**src/sv/fis_pkg.sv**
```systemverilog
`timescale 1ns / 1ps
// ----------------------------------------------------------------------------
// Frame interval statistics package
// Widths, reset values, register and event codes, and the control store of
// the sequencer that runs each event through the shared datapath.
// ----------------------------------------------------------------------------
package fis_pkg;

    localparam int TS_W         = 48;
    localparam int IV_W         = 20;
    localparam int WEIGHT_W     = 8;
    localparam int AVG_W        = 28;
    localparam int FPS_W        = 24;
    localparam int FPS_NUM_W    = 28;
    localparam int MODE_W       = 2;
    localparam int CFG_IDX_W    = 2;
    localparam int MUL_A_W      = 28;
    localparam int MUL_B_W      = 9;
    localparam int PROD_W       = MUL_A_W + MUL_B_W;
    localparam int IN_TDATA_W   = 56;
    localparam int OUT_TDATA_W  = 184;
    localparam int OUT_PAD_W    = 3;
    localparam int STEP_W       = 4;

    localparam int DEF_WINDOW_DEPTH = 16;

    localparam logic [IV_W-1:0]      RST_MAX_IV  = 20'd100000;
    localparam logic [WEIGHT_W-1:0]  RST_WEIGHT  = 8'd51;
    localparam logic [IV_W-1:0]      RST_INIT_IV = 20'd16666;
    localparam logic [MUL_B_W-1:0]   WEIGHT_ONE  = 9'd256;
    localparam logic [FPS_NUM_W-1:0] FPS_NUM     = 28'd256000000;
    localparam logic [FPS_W-1:0]     FPS_MAX     = 24'hFFFFFF;
    localparam logic [PROD_W:0]      ROUND_HALF  = 38'd128;

    localparam logic [CFG_IDX_W-1:0] CFG_MAX_IV  = 2'd0;
    localparam logic [CFG_IDX_W-1:0] CFG_WEIGHT  = 2'd1;
    localparam logic [CFG_IDX_W-1:0] CFG_INIT_IV = 2'd2;

    localparam logic [MODE_W-1:0] MODE_START = 2'd0;
    localparam logic [MODE_W-1:0] MODE_FRAME = 2'd1;
    localparam logic [MODE_W-1:0] MODE_PAUSE = 2'd2;

    typedef enum logic [STEP_W-1:0] {
        STEP_IDLE      = 4'd0,
        STEP_DISPATCH  = 4'd1,
        STEP_START     = 4'd2,
        STEP_SUM_FILL  = 4'd3,
        STEP_PAUSE     = 4'd4,
        STEP_INTERVAL  = 4'd5,
        STEP_RING      = 4'd6,
        STEP_AVERAGE   = 4'd7,
        STEP_MEAN      = 4'd8,
        STEP_DIV_FPS   = 4'd9,
        STEP_WAIT_FPS  = 4'd10,
        STEP_SET_FPS   = 4'd11,
        STEP_OUTPUT    = 4'd12
    } step_t;

    typedef enum logic [3:0] {
        OP_NONE,
        OP_ACCEPT,
        OP_START,
        OP_SUM_FILL,
        OP_PAUSE,
        OP_INTERVAL,
        OP_RING,
        OP_AVERAGE,
        OP_MEAN,
        OP_DIV_FPS,
        OP_SET_FPS,
        OP_OUTPUT
    } op_t;

    typedef enum logic [2:0] {
        COND_JUMP,
        COND_WAIT_IN,
        COND_MODE,
        COND_PAUSED,
        COND_DIV_BUSY,
        COND_WAIT_OUT
    } cond_t;

    typedef struct packed {
        op_t   op;
        cond_t cond;
        step_t target;
    } ctrl_t;

    function automatic ctrl_t fis_rom(input step_t step);
        ctrl_t c;
        case (step)
            STEP_IDLE:      c = '{OP_ACCEPT,   COND_WAIT_IN,  STEP_DISPATCH};
            STEP_DISPATCH:  c = '{OP_NONE,     COND_MODE,     STEP_IDLE};
            STEP_START:     c = '{OP_START,    COND_JUMP,     STEP_SUM_FILL};
            STEP_SUM_FILL:  c = '{OP_SUM_FILL, COND_JUMP,     STEP_MEAN};
            STEP_PAUSE:     c = '{OP_PAUSE,    COND_JUMP,     STEP_MEAN};
            STEP_INTERVAL:  c = '{OP_INTERVAL, COND_PAUSED,   STEP_MEAN};
            STEP_RING:      c = '{OP_RING,     COND_JUMP,     STEP_AVERAGE};
            STEP_AVERAGE:   c = '{OP_AVERAGE,  COND_JUMP,     STEP_MEAN};
            STEP_MEAN:      c = '{OP_MEAN,     COND_JUMP,     STEP_DIV_FPS};
            STEP_DIV_FPS:   c = '{OP_DIV_FPS,  COND_JUMP,     STEP_WAIT_FPS};
            STEP_WAIT_FPS:  c = '{OP_NONE,     COND_DIV_BUSY, STEP_SET_FPS};
            STEP_SET_FPS:   c = '{OP_SET_FPS,  COND_JUMP,     STEP_OUTPUT};
            STEP_OUTPUT:    c = '{OP_OUTPUT,   COND_WAIT_OUT, STEP_IDLE};
            default:        c = '{OP_NONE,     COND_JUMP,     STEP_IDLE};
        endcase
        return c;
    endfunction

    function automatic step_t mode_target(input logic [MODE_W-1:0] mode);
        step_t s;
        case (mode)
            MODE_START: s = STEP_START;
            MODE_FRAME: s = STEP_INTERVAL;
            MODE_PAUSE: s = STEP_PAUSE;
            default:    s = STEP_MEAN;
        endcase
        return s;
    endfunction

endpackage

```
**src/sv/frame_interval_statistics_top.sv**
```systemverilog
`timescale 1ns / 1ps
// ----------------------------------------------------------------------------
// Frame interval statistics
// Interval, smoothed interval, window mean, frame rate and counters over
// microsecond event timestamps, run by a microcoded sequencer. The window
// depth is a power of two, so the window mean is a shift of the window sum.
// ----------------------------------------------------------------------------
// Sequence: an event is taken in the idle step and dispatched on its mode;
// unused events go straight to the window mean, others run their mode's steps
// first, then the bit-serial frame-rate divide and the output step follow. A
// held result stalls the steps. Events are taken one at a time.
// Reset: statistics but the window mean and frame rate take initial values at
// once; ring entries not written since reset or the last start event read as fill.
// ----------------------------------------------------------------------------
module frame_interval_statistics_top
    import fis_pkg::*;
#(
    parameter int WINDOW_DEPTH = DEF_WINDOW_DEPTH
) (
    input  logic                   clk,
    input  logic                   rst_n,
    input  logic                   cfg_valid,
    output logic                   cfg_ready,
    input  logic [CFG_IDX_W-1:0]   cfg_index,
    input  logic [IV_W-1:0]        cfg_data,
    input  logic                   s_tvalid,
    output logic                   s_tready,
    // timestamp_us [47:0], pause_value [48], zero [55:49]
    input  logic [IN_TDATA_W-1:0]  s_tdata,
    // mode [1:0]
    input  logic [MODE_W-1:0]      s_tuser,
    output logic                   m_tvalid,
    input  logic                   m_tready,
    // interval_us [19:0], smoothed_interval_us [39:20], window_mean_us [59:40],
    // frames_per_second_q8 [83:60], frame_count [131:84], elapsed_us [179:132],
    // is_paused [180], zero [183:181]
    output logic [OUT_TDATA_W-1:0] m_tdata
);

    localparam int PTR_W = $clog2(WINDOW_DEPTH);
    localparam int SUM_W = IV_W + PTR_W;
    localparam int NUM_W = FPS_NUM_W;
    localparam logic [SUM_W-1:0]   RESET_SUM = SUM_W'(WINDOW_DEPTH * int'(RST_INIT_IV));
    localparam logic [MUL_B_W-1:0] DEPTH_MUL = MUL_B_W'(WINDOW_DEPTH);
    localparam logic [PTR_W-1:0]   LAST_POS  = PTR_W'(WINDOW_DEPTH - 1);

    ctrl_t ctl;
    logic  accept_in;
    logic  out_free;

    step_t                   step_reg, step_next;
    logic [IV_W-1:0]         max_iv_reg, max_iv_next;
    logic [WEIGHT_W-1:0]     weight_reg, weight_next;
    logic [IV_W-1:0]         init_iv_reg, init_iv_next;
    logic [MODE_W-1:0]       mode_reg, mode_next;
    logic [TS_W-1:0]         ts_reg, ts_next;
    logic                    pause_in_reg, pause_in_next;
    logic [TS_W-1:0]         start_time_reg, start_time_next;
    logic [TS_W-1:0]         frame_time_reg, frame_time_next;
    logic                    paused_reg, paused_next;
    logic [IV_W-1:0]         last_iv_reg, last_iv_next;
    logic [AVG_W-1:0]        avg_reg, avg_next;
    logic [PTR_W-1:0]        pos_reg, pos_next;
    logic [SUM_W-1:0]        sum_reg, sum_next;
    logic [TS_W-1:0]         frames_reg, frames_next;
    logic [IV_W-1:0]         fill_reg, fill_next;
    logic [WINDOW_DEPTH-1:0] valid_reg, valid_next;
    logic [PROD_W-1:0]       prod_reg, prod_next;
    logic [PROD_W-1:0]       acc_reg, acc_next;
    logic [IV_W-1:0]         mean_reg, mean_next;
    logic [FPS_W-1:0]        fps_reg, fps_next;
    logic                    out_valid_reg, out_valid_next;
    logic [OUT_TDATA_W-1:0]  out_data_reg, out_data_next;

    logic [MUL_A_W-1:0] mul_a;
    logic [MUL_B_W-1:0] mul_b;
    logic [TS_W-1:0]    diff;
    logic [IV_W-1:0]    iv_clamp;
    logic [IV_W-1:0]    old_sample;
    logic [PROD_W:0]    ema_total;
    logic [TS_W-1:0]    elapsed;
    logic [IV_W-1:0]    iv_o, sm_o, mean_o;
    logic [FPS_W-1:0]   fps_o;

    logic               ram_we;
    logic [IV_W-1:0]    ram_q;
    logic               div_start;
    logic [NUM_W-1:0]   div_num;
    logic [IV_W-1:0]    div_den;
    logic               div_busy;
    logic [NUM_W-1:0]   div_q;

    assign ctl       = fis_rom(step_reg);
    assign cfg_ready = 1'b1;
    assign s_tready  = ctl.cond == COND_WAIT_IN;
    assign accept_in = s_tvalid && s_tready;
    assign out_free  = !out_valid_reg || m_tready;
    assign m_tvalid  = out_valid_reg;
    assign m_tdata   = out_data_reg;

    always_comb
    begin
        case (ctl.cond)
            COND_JUMP:     step_next = ctl.target;
            COND_WAIT_IN:  step_next = accept_in ? ctl.target : step_reg;
            COND_MODE:     step_next = mode_target(mode_reg);
            COND_PAUSED:   step_next = paused_reg ? ctl.target
                                                  : step_t'(step_reg + 4'd1);
            COND_DIV_BUSY: step_next = div_busy ? step_reg : ctl.target;
            COND_WAIT_OUT: step_next = out_free ? ctl.target : step_reg;
            default:       step_next = STEP_IDLE;
        endcase
    end

    always_comb
    begin
        diff       = ts_reg - frame_time_reg;
        iv_clamp   = (diff > {{(TS_W - IV_W){1'b0}}, max_iv_reg}) ? max_iv_reg
                                                                  : diff[IV_W-1:0];
        old_sample = valid_reg[pos_reg] ? ram_q : fill_reg;
        ema_total  = {1'b0, acc_reg} + {1'b0, prod_reg[PROD_W-9:0], 8'b0} + ROUND_HALF;
        elapsed    = frame_time_reg - start_time_reg;
        iv_o       = paused_reg ? '0 : last_iv_reg;
        sm_o       = paused_reg ? '0 : avg_reg[AVG_W-1:8];
        mean_o     = paused_reg ? '0 : mean_reg;
        fps_o      = paused_reg ? '0 : fps_reg;

        max_iv_next  = max_iv_reg;
        weight_next  = weight_reg;
        init_iv_next = init_iv_reg;
        if (cfg_valid && cfg_ready)
        begin
            case (cfg_index)
                CFG_MAX_IV:  max_iv_next  = cfg_data;
                CFG_WEIGHT:  weight_next  = cfg_data[WEIGHT_W-1:0];
                CFG_INIT_IV: init_iv_next = cfg_data;
                default:     ;
            endcase
        end

        mode_next       = mode_reg;
        ts_next         = ts_reg;
        pause_in_next   = pause_in_reg;
        start_time_next = start_time_reg;
        frame_time_next = frame_time_reg;
        paused_next     = paused_reg;
        last_iv_next    = last_iv_reg;
        avg_next        = avg_reg;
        pos_next        = pos_reg;
        sum_next        = sum_reg;
        frames_next     = frames_reg;
        fill_next       = fill_reg;
        valid_next      = valid_reg;
        acc_next        = acc_reg;
        mean_next       = mean_reg;
        fps_next        = fps_reg;
        out_valid_next  = out_valid_reg && !m_tready;
        out_data_next   = out_data_reg;
        mul_a           = '0;
        mul_b           = '0;
        ram_we          = 1'b0;
        div_start       = 1'b0;
        div_num         = FPS_NUM;
        div_den         = mean_reg;

        case (ctl.op)
            OP_ACCEPT:
            begin
                if (accept_in)
                begin
                    mode_next     = s_tuser;
                    ts_next       = s_tdata[TS_W-1:0];
                    pause_in_next = s_tdata[TS_W];
                end
            end
            OP_START:
            begin
                start_time_next = ts_reg;
                frame_time_next = ts_reg;
                fill_next       = init_iv_reg;
                valid_next      = '0;
                mul_a           = MUL_A_W'(init_iv_reg);
                mul_b           = DEPTH_MUL;
            end
            OP_SUM_FILL:
            begin
                sum_next = prod_reg[SUM_W-1:0];
            end
            OP_PAUSE:
            begin
                paused_next = pause_in_reg;
            end
            OP_INTERVAL:
            begin
                if (paused_reg)
                begin
                    last_iv_next = '0;
                end
                else
                begin
                    last_iv_next    = iv_clamp;
                    frame_time_next = ts_reg;
                end
                mul_a = avg_reg;
                mul_b = WEIGHT_ONE - MUL_B_W'(weight_reg);
            end
            OP_RING:
            begin
                acc_next            = prod_reg;
                sum_next            = sum_reg - SUM_W'(old_sample) + SUM_W'(last_iv_reg);
                ram_we              = 1'b1;
                valid_next[pos_reg] = 1'b1;
                pos_next            = (pos_reg == LAST_POS) ? '0 : pos_reg + PTR_W'(1);
                frames_next         = frames_reg + TS_W'(1);
                mul_a               = MUL_A_W'(last_iv_reg);
                mul_b               = MUL_B_W'(weight_reg);
            end
            OP_AVERAGE:
            begin
                avg_next = ema_total[AVG_W+7:8];
            end
            OP_MEAN:
            begin
                mean_next = sum_reg[SUM_W-1:PTR_W];
            end
            OP_DIV_FPS:
            begin
                div_start = 1'b1;
                div_num   = FPS_NUM;
                div_den   = mean_reg;
            end
            OP_SET_FPS:
            begin
                if (mean_reg == '0)
                begin
                    fps_next = '0;
                end
                else if (div_q > NUM_W'(FPS_MAX))
                begin
                    fps_next = FPS_MAX;
                end
                else
                begin
                    fps_next = div_q[FPS_W-1:0];
                end
            end
            OP_OUTPUT:
            begin
                if (out_free)
                begin
                    out_valid_next = 1'b1;
                    out_data_next  = {{OUT_PAD_W{1'b0}}, paused_reg, elapsed, frames_reg,
                                      fps_o, mean_o, sm_o, iv_o};
                end
            end
            default: ;
        endcase

        prod_next = PROD_W'(mul_a) * PROD_W'(mul_b);
    end

    always_ff @(posedge clk or negedge rst_n)
    begin
        if (!rst_n)
        begin
            step_reg       <= STEP_IDLE;
            max_iv_reg     <= RST_MAX_IV;
            weight_reg     <= RST_WEIGHT;
            init_iv_reg    <= RST_INIT_IV;
            start_time_reg <= '0;
            frame_time_reg <= '0;
            paused_reg     <= 1'b0;
            last_iv_reg    <= '0;
            avg_reg        <= '0;
            pos_reg        <= '0;
            sum_reg        <= RESET_SUM;
            frames_reg     <= '0;
            fill_reg       <= RST_INIT_IV;
            valid_reg      <= '0;
            out_valid_reg  <= 1'b0;
        end
        else
        begin
            step_reg       <= step_next;
            max_iv_reg     <= max_iv_next;
            weight_reg     <= weight_next;
            init_iv_reg    <= init_iv_next;
            start_time_reg <= start_time_next;
            frame_time_reg <= frame_time_next;
            paused_reg     <= paused_next;
            last_iv_reg    <= last_iv_next;
            avg_reg        <= avg_next;
            pos_reg        <= pos_next;
            sum_reg        <= sum_next;
            frames_reg     <= frames_next;
            fill_reg       <= fill_next;
            valid_reg      <= valid_next;
            out_valid_reg  <= out_valid_next;
        end
    end

    always_ff @(posedge clk)
    begin
        mode_reg     <= mode_next;
        ts_reg       <= ts_next;
        pause_in_reg <= pause_in_next;
        prod_reg     <= prod_next;
        acc_reg      <= acc_next;
        mean_reg     <= mean_next;
        fps_reg      <= fps_next;
        out_data_reg <= out_data_next;
    end

    fis_ram #(
        .DATA_W (IV_W),
        .DEPTH  (WINDOW_DEPTH)
    ) u_ring (
        .clk   (clk),
        .we    (ram_we),
        .waddr (pos_reg),
        .wdata (last_iv_reg),
        .raddr (pos_reg),
        .rdata (ram_q)
    );

    fis_div #(
        .NUM_W (NUM_W),
        .DEN_W (IV_W)
    ) u_div (
        .clk      (clk),
        .rst_n    (rst_n),
        .start    (div_start),
        .num      (div_num),
        .den      (div_den),
        .busy     (div_busy),
        .quotient (div_q)
    );

    a_div_start_idle: assert property (@(posedge clk) disable iff (!rst_n)
        div_start |-> !div_busy)
        else $error("Divider started while a division is in progress.");

    a_accept_dispatch: assert property (@(posedge clk) disable iff (!rst_n)
        accept_in |=> step_reg == STEP_DISPATCH)
        else $error("Input transfer not followed by the dispatch step.");

    a_result_source: assert property (@(posedge clk) disable iff (!rst_n)
        $rose(m_tvalid) |-> $past(step_reg) == STEP_OUTPUT)
        else $error("Result raised outside the output step.");

    a_ring_unpaused: assert property (@(posedge clk) disable iff (!rst_n)
        ctl.op == OP_RING |-> !paused_reg)
        else $error("Ring updated while paused.");

    a_depth_pow2: assert property (@(posedge clk)
        WINDOW_DEPTH == (1 << PTR_W))
        else $error("Window depth is not a power of two.");

endmodule

```
**src/sv/fis_ram.sv**
```systemverilog
`timescale 1ns / 1ps
// ----------------------------------------------------------------------------
// Generic RAM
// Single write port and single read port with registered read data.
// ----------------------------------------------------------------------------
module fis_ram #(
    parameter int DATA_W = 20,
    parameter int DEPTH  = 16
) (
    input  logic                     clk,
    input  logic                     we,
    input  logic [$clog2(DEPTH)-1:0] waddr,
    input  logic [DATA_W-1:0]        wdata,
    input  logic [$clog2(DEPTH)-1:0] raddr,
    output logic [DATA_W-1:0]        rdata
);

    logic [DATA_W-1:0] mem [DEPTH];
    logic [DATA_W-1:0] rdata_reg;

    always_ff @(posedge clk)
    begin
        if (we)
        begin
            mem[waddr] <= wdata;
        end
        rdata_reg <= mem[raddr];
    end

    assign rdata = rdata_reg;

endmodule

```
**src/sv/fis_div.sv**
```systemverilog
`timescale 1ns / 1ps
// ----------------------------------------------------------------------------
// Restoring divider
// Unsigned bit-serial divider producing one quotient bit per cycle.
// ----------------------------------------------------------------------------
module fis_div #(
    parameter int NUM_W = 28,
    parameter int DEN_W = 20
) (
    input  logic             clk,
    input  logic             rst_n,
    input  logic             start,
    input  logic [NUM_W-1:0] num,
    input  logic [DEN_W-1:0] den,
    output logic             busy,
    output logic [NUM_W-1:0] quotient
);

    localparam int CNT_W = $clog2(NUM_W + 1);

    logic [DEN_W-1:0] rem_reg, rem_next;
    logic [NUM_W-1:0] quo_reg, quo_next;
    logic [DEN_W-1:0] den_reg, den_next;
    logic [CNT_W-1:0] cnt_reg, cnt_next;
    logic [DEN_W:0]   trial;
    logic [DEN_W:0]   diff;
    logic             fits;

    always_comb
    begin
        trial    = {rem_reg, quo_reg[NUM_W-1]};
        diff     = trial - {1'b0, den_reg};
        fits     = trial >= {1'b0, den_reg};
        rem_next = rem_reg;
        quo_next = quo_reg;
        den_next = den_reg;
        cnt_next = cnt_reg;
        if (start)
        begin
            rem_next = '0;
            quo_next = num;
            den_next = den;
            cnt_next = CNT_W'(NUM_W);
        end
        else if (cnt_reg != '0)
        begin
            rem_next = fits ? diff[DEN_W-1:0] : trial[DEN_W-1:0];
            quo_next = {quo_reg[NUM_W-2:0], fits};
            cnt_next = cnt_reg - CNT_W'(1);
        end
    end

    always_ff @(posedge clk or negedge rst_n)
    begin
        if (!rst_n)
        begin
            cnt_reg <= '0;
        end
        else
        begin
            cnt_reg <= cnt_next;
        end
    end

    always_ff @(posedge clk)
    begin
        rem_reg <= rem_next;
        quo_reg <= quo_next;
        den_reg <= den_next;
    end

    assign busy     = cnt_reg != '0;
    assign quotient = quo_reg;

endmodule

```
**config.mk**
```make
export PLATFORM = sky130hd
export DESIGN_NAME = frame_interval_statistics_top
export DESIGN_NICKNAME = d
export VERILOG_FILES = /design/src/sv/fis_pkg.sv /design/src/sv/frame_interval_statistics_top.sv /design/src/sv/fis_ram.sv /design/src/sv/fis_div.sv
export SDC_FILE = /design/constraint.sdc
export NUM_CORES = 2
export LEC_CHECK = 0
export ABC_AREA = 1
export BUFFER_PORTS_ARGS = -buffer_cell sky130_fd_sc_hd__buf_2
export CAP_MARGIN = 15
export CELL_PAD_IN_SITES_DETAIL_PLACEMENT = 0
export CELL_PAD_IN_SITES_GLOBAL_PLACEMENT = 1
export CORE_MARGIN = 2
export CORE_UTILIZATION = 37
export DETAILED_ROUTE_END_ITERATION = 7
export PLACE_DENSITY_LB_ADDON = 0.1
export SLEW_MARGIN = 20
export SYNTH_ARGS = -nofsm -noshare
export SYNTH_HDL_FRONTEND = slang
export SYNTH_SLANG_ARGS = --single-unit
```
**constraint.sdc**
```tcl
create_clock -name clk -period 29.6 [get_ports clk]
set_clock_uncertainty 0.1 [all_clocks]
set_input_delay 1.48 -clock clk [delete_from_list [all_inputs] [get_ports clk]]
set_output_delay 1.48 -clock clk [all_outputs]
set_load 0.01 [all_outputs]
```
==> results_dict.tcl <==
set metrics [dict create \
    final.setup.tns_ps 0 \
    syn2layout_area_growth_pct 13.3 \
    ys_seq_area_share_pct 49.3 \
    cp-startpoint "step_reg[0]$_DFFE_PN0P_" \
    synth_top_area_share_pct 32.5 \
    power.switching_mw 2.92 \
    synth_cell_types 65 \
    die_h_um 405 \
    period_share_pct 30.0 \
    clock-sinks 1064 \
    crit_top_cell "nand2_1" \
    drc_errors 0 \
    clockBufferDepth 3 \
    cp_slowest_cell "buf_4" \
    r2r_slack_ps 20710 \
    status "completed" \
    nFillCells 16053 \
    cellPowerDensity_nw_per_um2 100 \
    cts_made_buffers 119 \
    dp_slack_ps 20650 \
    postRouteAntennaNets 0 \
    drive_gt1_share_pct 9.06 \
    overflow 0 \
    first_pass_iters 7 \
    cp-end-kind "register" \
    post-cts-setup-buffers 0 \
    syn_area_per_cell_um2 9.06 \
    fin_cells 9079 \
    vias 44411 \
    placement.io_buffers 260 \
    placed_cells 8852 \
    worstReg2RegStart "step_reg[0]$_DFFE_PN0P_" \
    regMostFlops "u_ring.mem" \
    routed_wl_mm 177 \
    hp-start "prod_reg[34]$_DFF_P_" \
    totalPowerFinal_mw 6.75 \
    track_usage_pct 21.7 \
    r2r_cells 33 \
    worst_ep_required_time_ps 30110 \
    combPwrFrac_pct 45.1 \
    antenna_found_initial 10 \
    synthTopCellsByCount "nand2_1 (1,302), inv_1 (1,202), nor2_1 (677), edfxtp_1 (645), o21ai_0 (519)" \
    holdCritPathClass "register to register" \
    worst_hold_path.endpoint "acc_reg[34]$_DFFE_PN_" \
    hold_path_depth 0 \
    crit_arrival_ps 9400 \
    core_um2 160000 \
    first_iter_violations 3187 \
    setup_viol 0 \
    first_global_vias 44452 \
    dieArea_um2 164000 \
    p_leak_nw 30.8 \
    clkPwrFrac_pct 22.7 \
    startpoint_type "register" \
    power_frac_seq_pct 32.3 \
    start_util_pct 37.2 \
    hold_buffers 0 \
    finalHoldViolations 0 \
    path_delay_family "adder cells" \
    worst-slew-pin-transition_ps 1080 \
    synth-main-ff-cell "edfxtp_1" \
    cts_max_level 3 \
    p_int_mw 3.83 \
    cp_slowest_stage_delay_ps 760 \
    rows 147 \
    critPathMaxFanout 90 \
    maxCapViolCount 0 \
    grt_max_degree 97 \
    num_antenna_cells 0 \
    cts_resized 0 \
    critPathBufInv 8 \
    path_clk_slew_ps 60 \
    synth.most_common_cell "nand2_1" \
    viasPerCell 4.89 \
    min_period_ps 8890 \
    yosys_warnings 0 \
    syn-cell-area_um2 59500 \
    wl_per_cell_um 19.5 \
    die_w_um 405 \
    synth_edf_count 645 \
    worst-setup-path-type "register to register" \
    sw_frac_of_total_pct 43.2 \
    synthArstFlopShare_pct 29.6 \
    finalMaxSlewViolations 0 \
    synth_area_leader_cell "edfxtp_1" \
    ir_worst_vdd_uv 56.6 \
    synth-seq-cells 1064 \
    io-pin-count 272 \
    grt_pass1_wl_mm 271 \
    syn_inst 6569 \
    largest_reg_flops 320 \
    final_net_count 7362 \
    fmax_ghz 0.113 \
    rsz0062_at_grt "no" \
    gp_congestion 0.871 \
    synth.area.top_cells "edfxtp_1 (33%), dfrtp_1 (12%), nand2_1 (8.2%)" \
    cts_tree "built" \
    setup_slack_ps 20710 \
    fin_util_pct 42.1 \
    r2r-end "prod_reg[28]$_DFF_P_" \
    max-slew-margin-rel_pct 28.1 \
    clkLatencyLatePin_ps 770 \
    dp_hpwl_mm 128 \
    cts_root_buf "clkbuf_16" \
]
==> cell usage in the layout (no fill, tap or decap), drive strengths merged, types with 122 or more instances in the layout <==
cell type and instances:
a21oi 308, buf 312, clkbuf 174, dfrtp 290, edfxtp 645, fa 206
ha 258, inv 1214, nand2 1305, nand3 153, nor2 684, o21ai 528
xor2 122
==> how the worst max path moves through the flow <==
stage | slack (ps) | endpoint | cells after the start
2_1_floorplan | 19800 | m_tdata[0]$_SDFFCE_PP0P_ | 2
3_3_place_gp | 20660 | prod_reg[28]$_DFF_P_ | 33
3_5_place_dp | 20650 | prod_reg[32]$_DFF_P_ | 33
4_1_cts | 20600 | prod_reg[32]$_DFF_P_ | 33
5_1_grt | 19900 | prod_reg[32]$_DFF_P_ | 34
6_report | 20710 | prod_reg[28]$_DFF_P_ | 33
==> power groups by stage <==
stage	Combinational, mW	Clock (mW)	Sequential, mW
global placement	3.03	0	2.20
global route	3.44	1.63	2.21
finish	3.04	1.53	2.18
detailed placement	3.03	0	2.21
CTS	3.06	1.57	2.18
floorplan	2.10	0	2.15
==> worst register-to-register path: cells and delay by family (launching register included) <==
| kind | cells | cell delay [ps] |
|---|---|---|
| simple gates | 12 | 1810 |
| compound gates | 7 | 1690 |
| flops | 1 | 540 |
| buf+inv | 8 | 1940 |
| fa+ha+maj | 6 | 2680 |
==> metal layers <==
| metal | up-vias | wire [um] | GRT usage (%) |
|---|---|---|---|
| li1 | 21759 | - | - |
| met5 | - | 10 | 0 |
| met1 | 21471 | 85500 | 31.5 |
| met4 | 2 | 3400 | 4.92 |
| met3 | 204 | 9290 | 3.06 |
| met2 | 975 | 79200 | 34.3 |
==> stage by stage <==
step                      cell area [um2]  hold WS (ps)
final                               67500           303
after global routing                67500           309
after CTS                           67500           306
after detailed placement            63400           290
after global placement              63400           287
after floorplan                     59500           286
==> cell type report <==
class / instances / area [um2] / share of cell area [%]
clock buffers: 174 / 3410 / 5.05
clock inverters: 53 / 679 / 1.01
multi-input cells: 4105 / 25000 / 37.1
well taps: 2160 / 2700 / 4.01
flip-flops and latches: 1064 / 29400 / 43.5
inverters: 1211 / 4550 / 6.75
repair buffers: 312 / 1710 / 2.53
==> cell families after synthesis <==
group           count (synthesis)  share of synthesized area, %
mux                             2                        0.0357
xor+xnor                      199                          2.93
fa+ha+maj                     464                          12.4
other cells                     2                        0.0126
simple gates                 2348                          16.1
compound gates               1088                          10.2
buf+inv                      1402                          8.96
flops                        1064                          49.3
(Power assumes the default switching activity.)
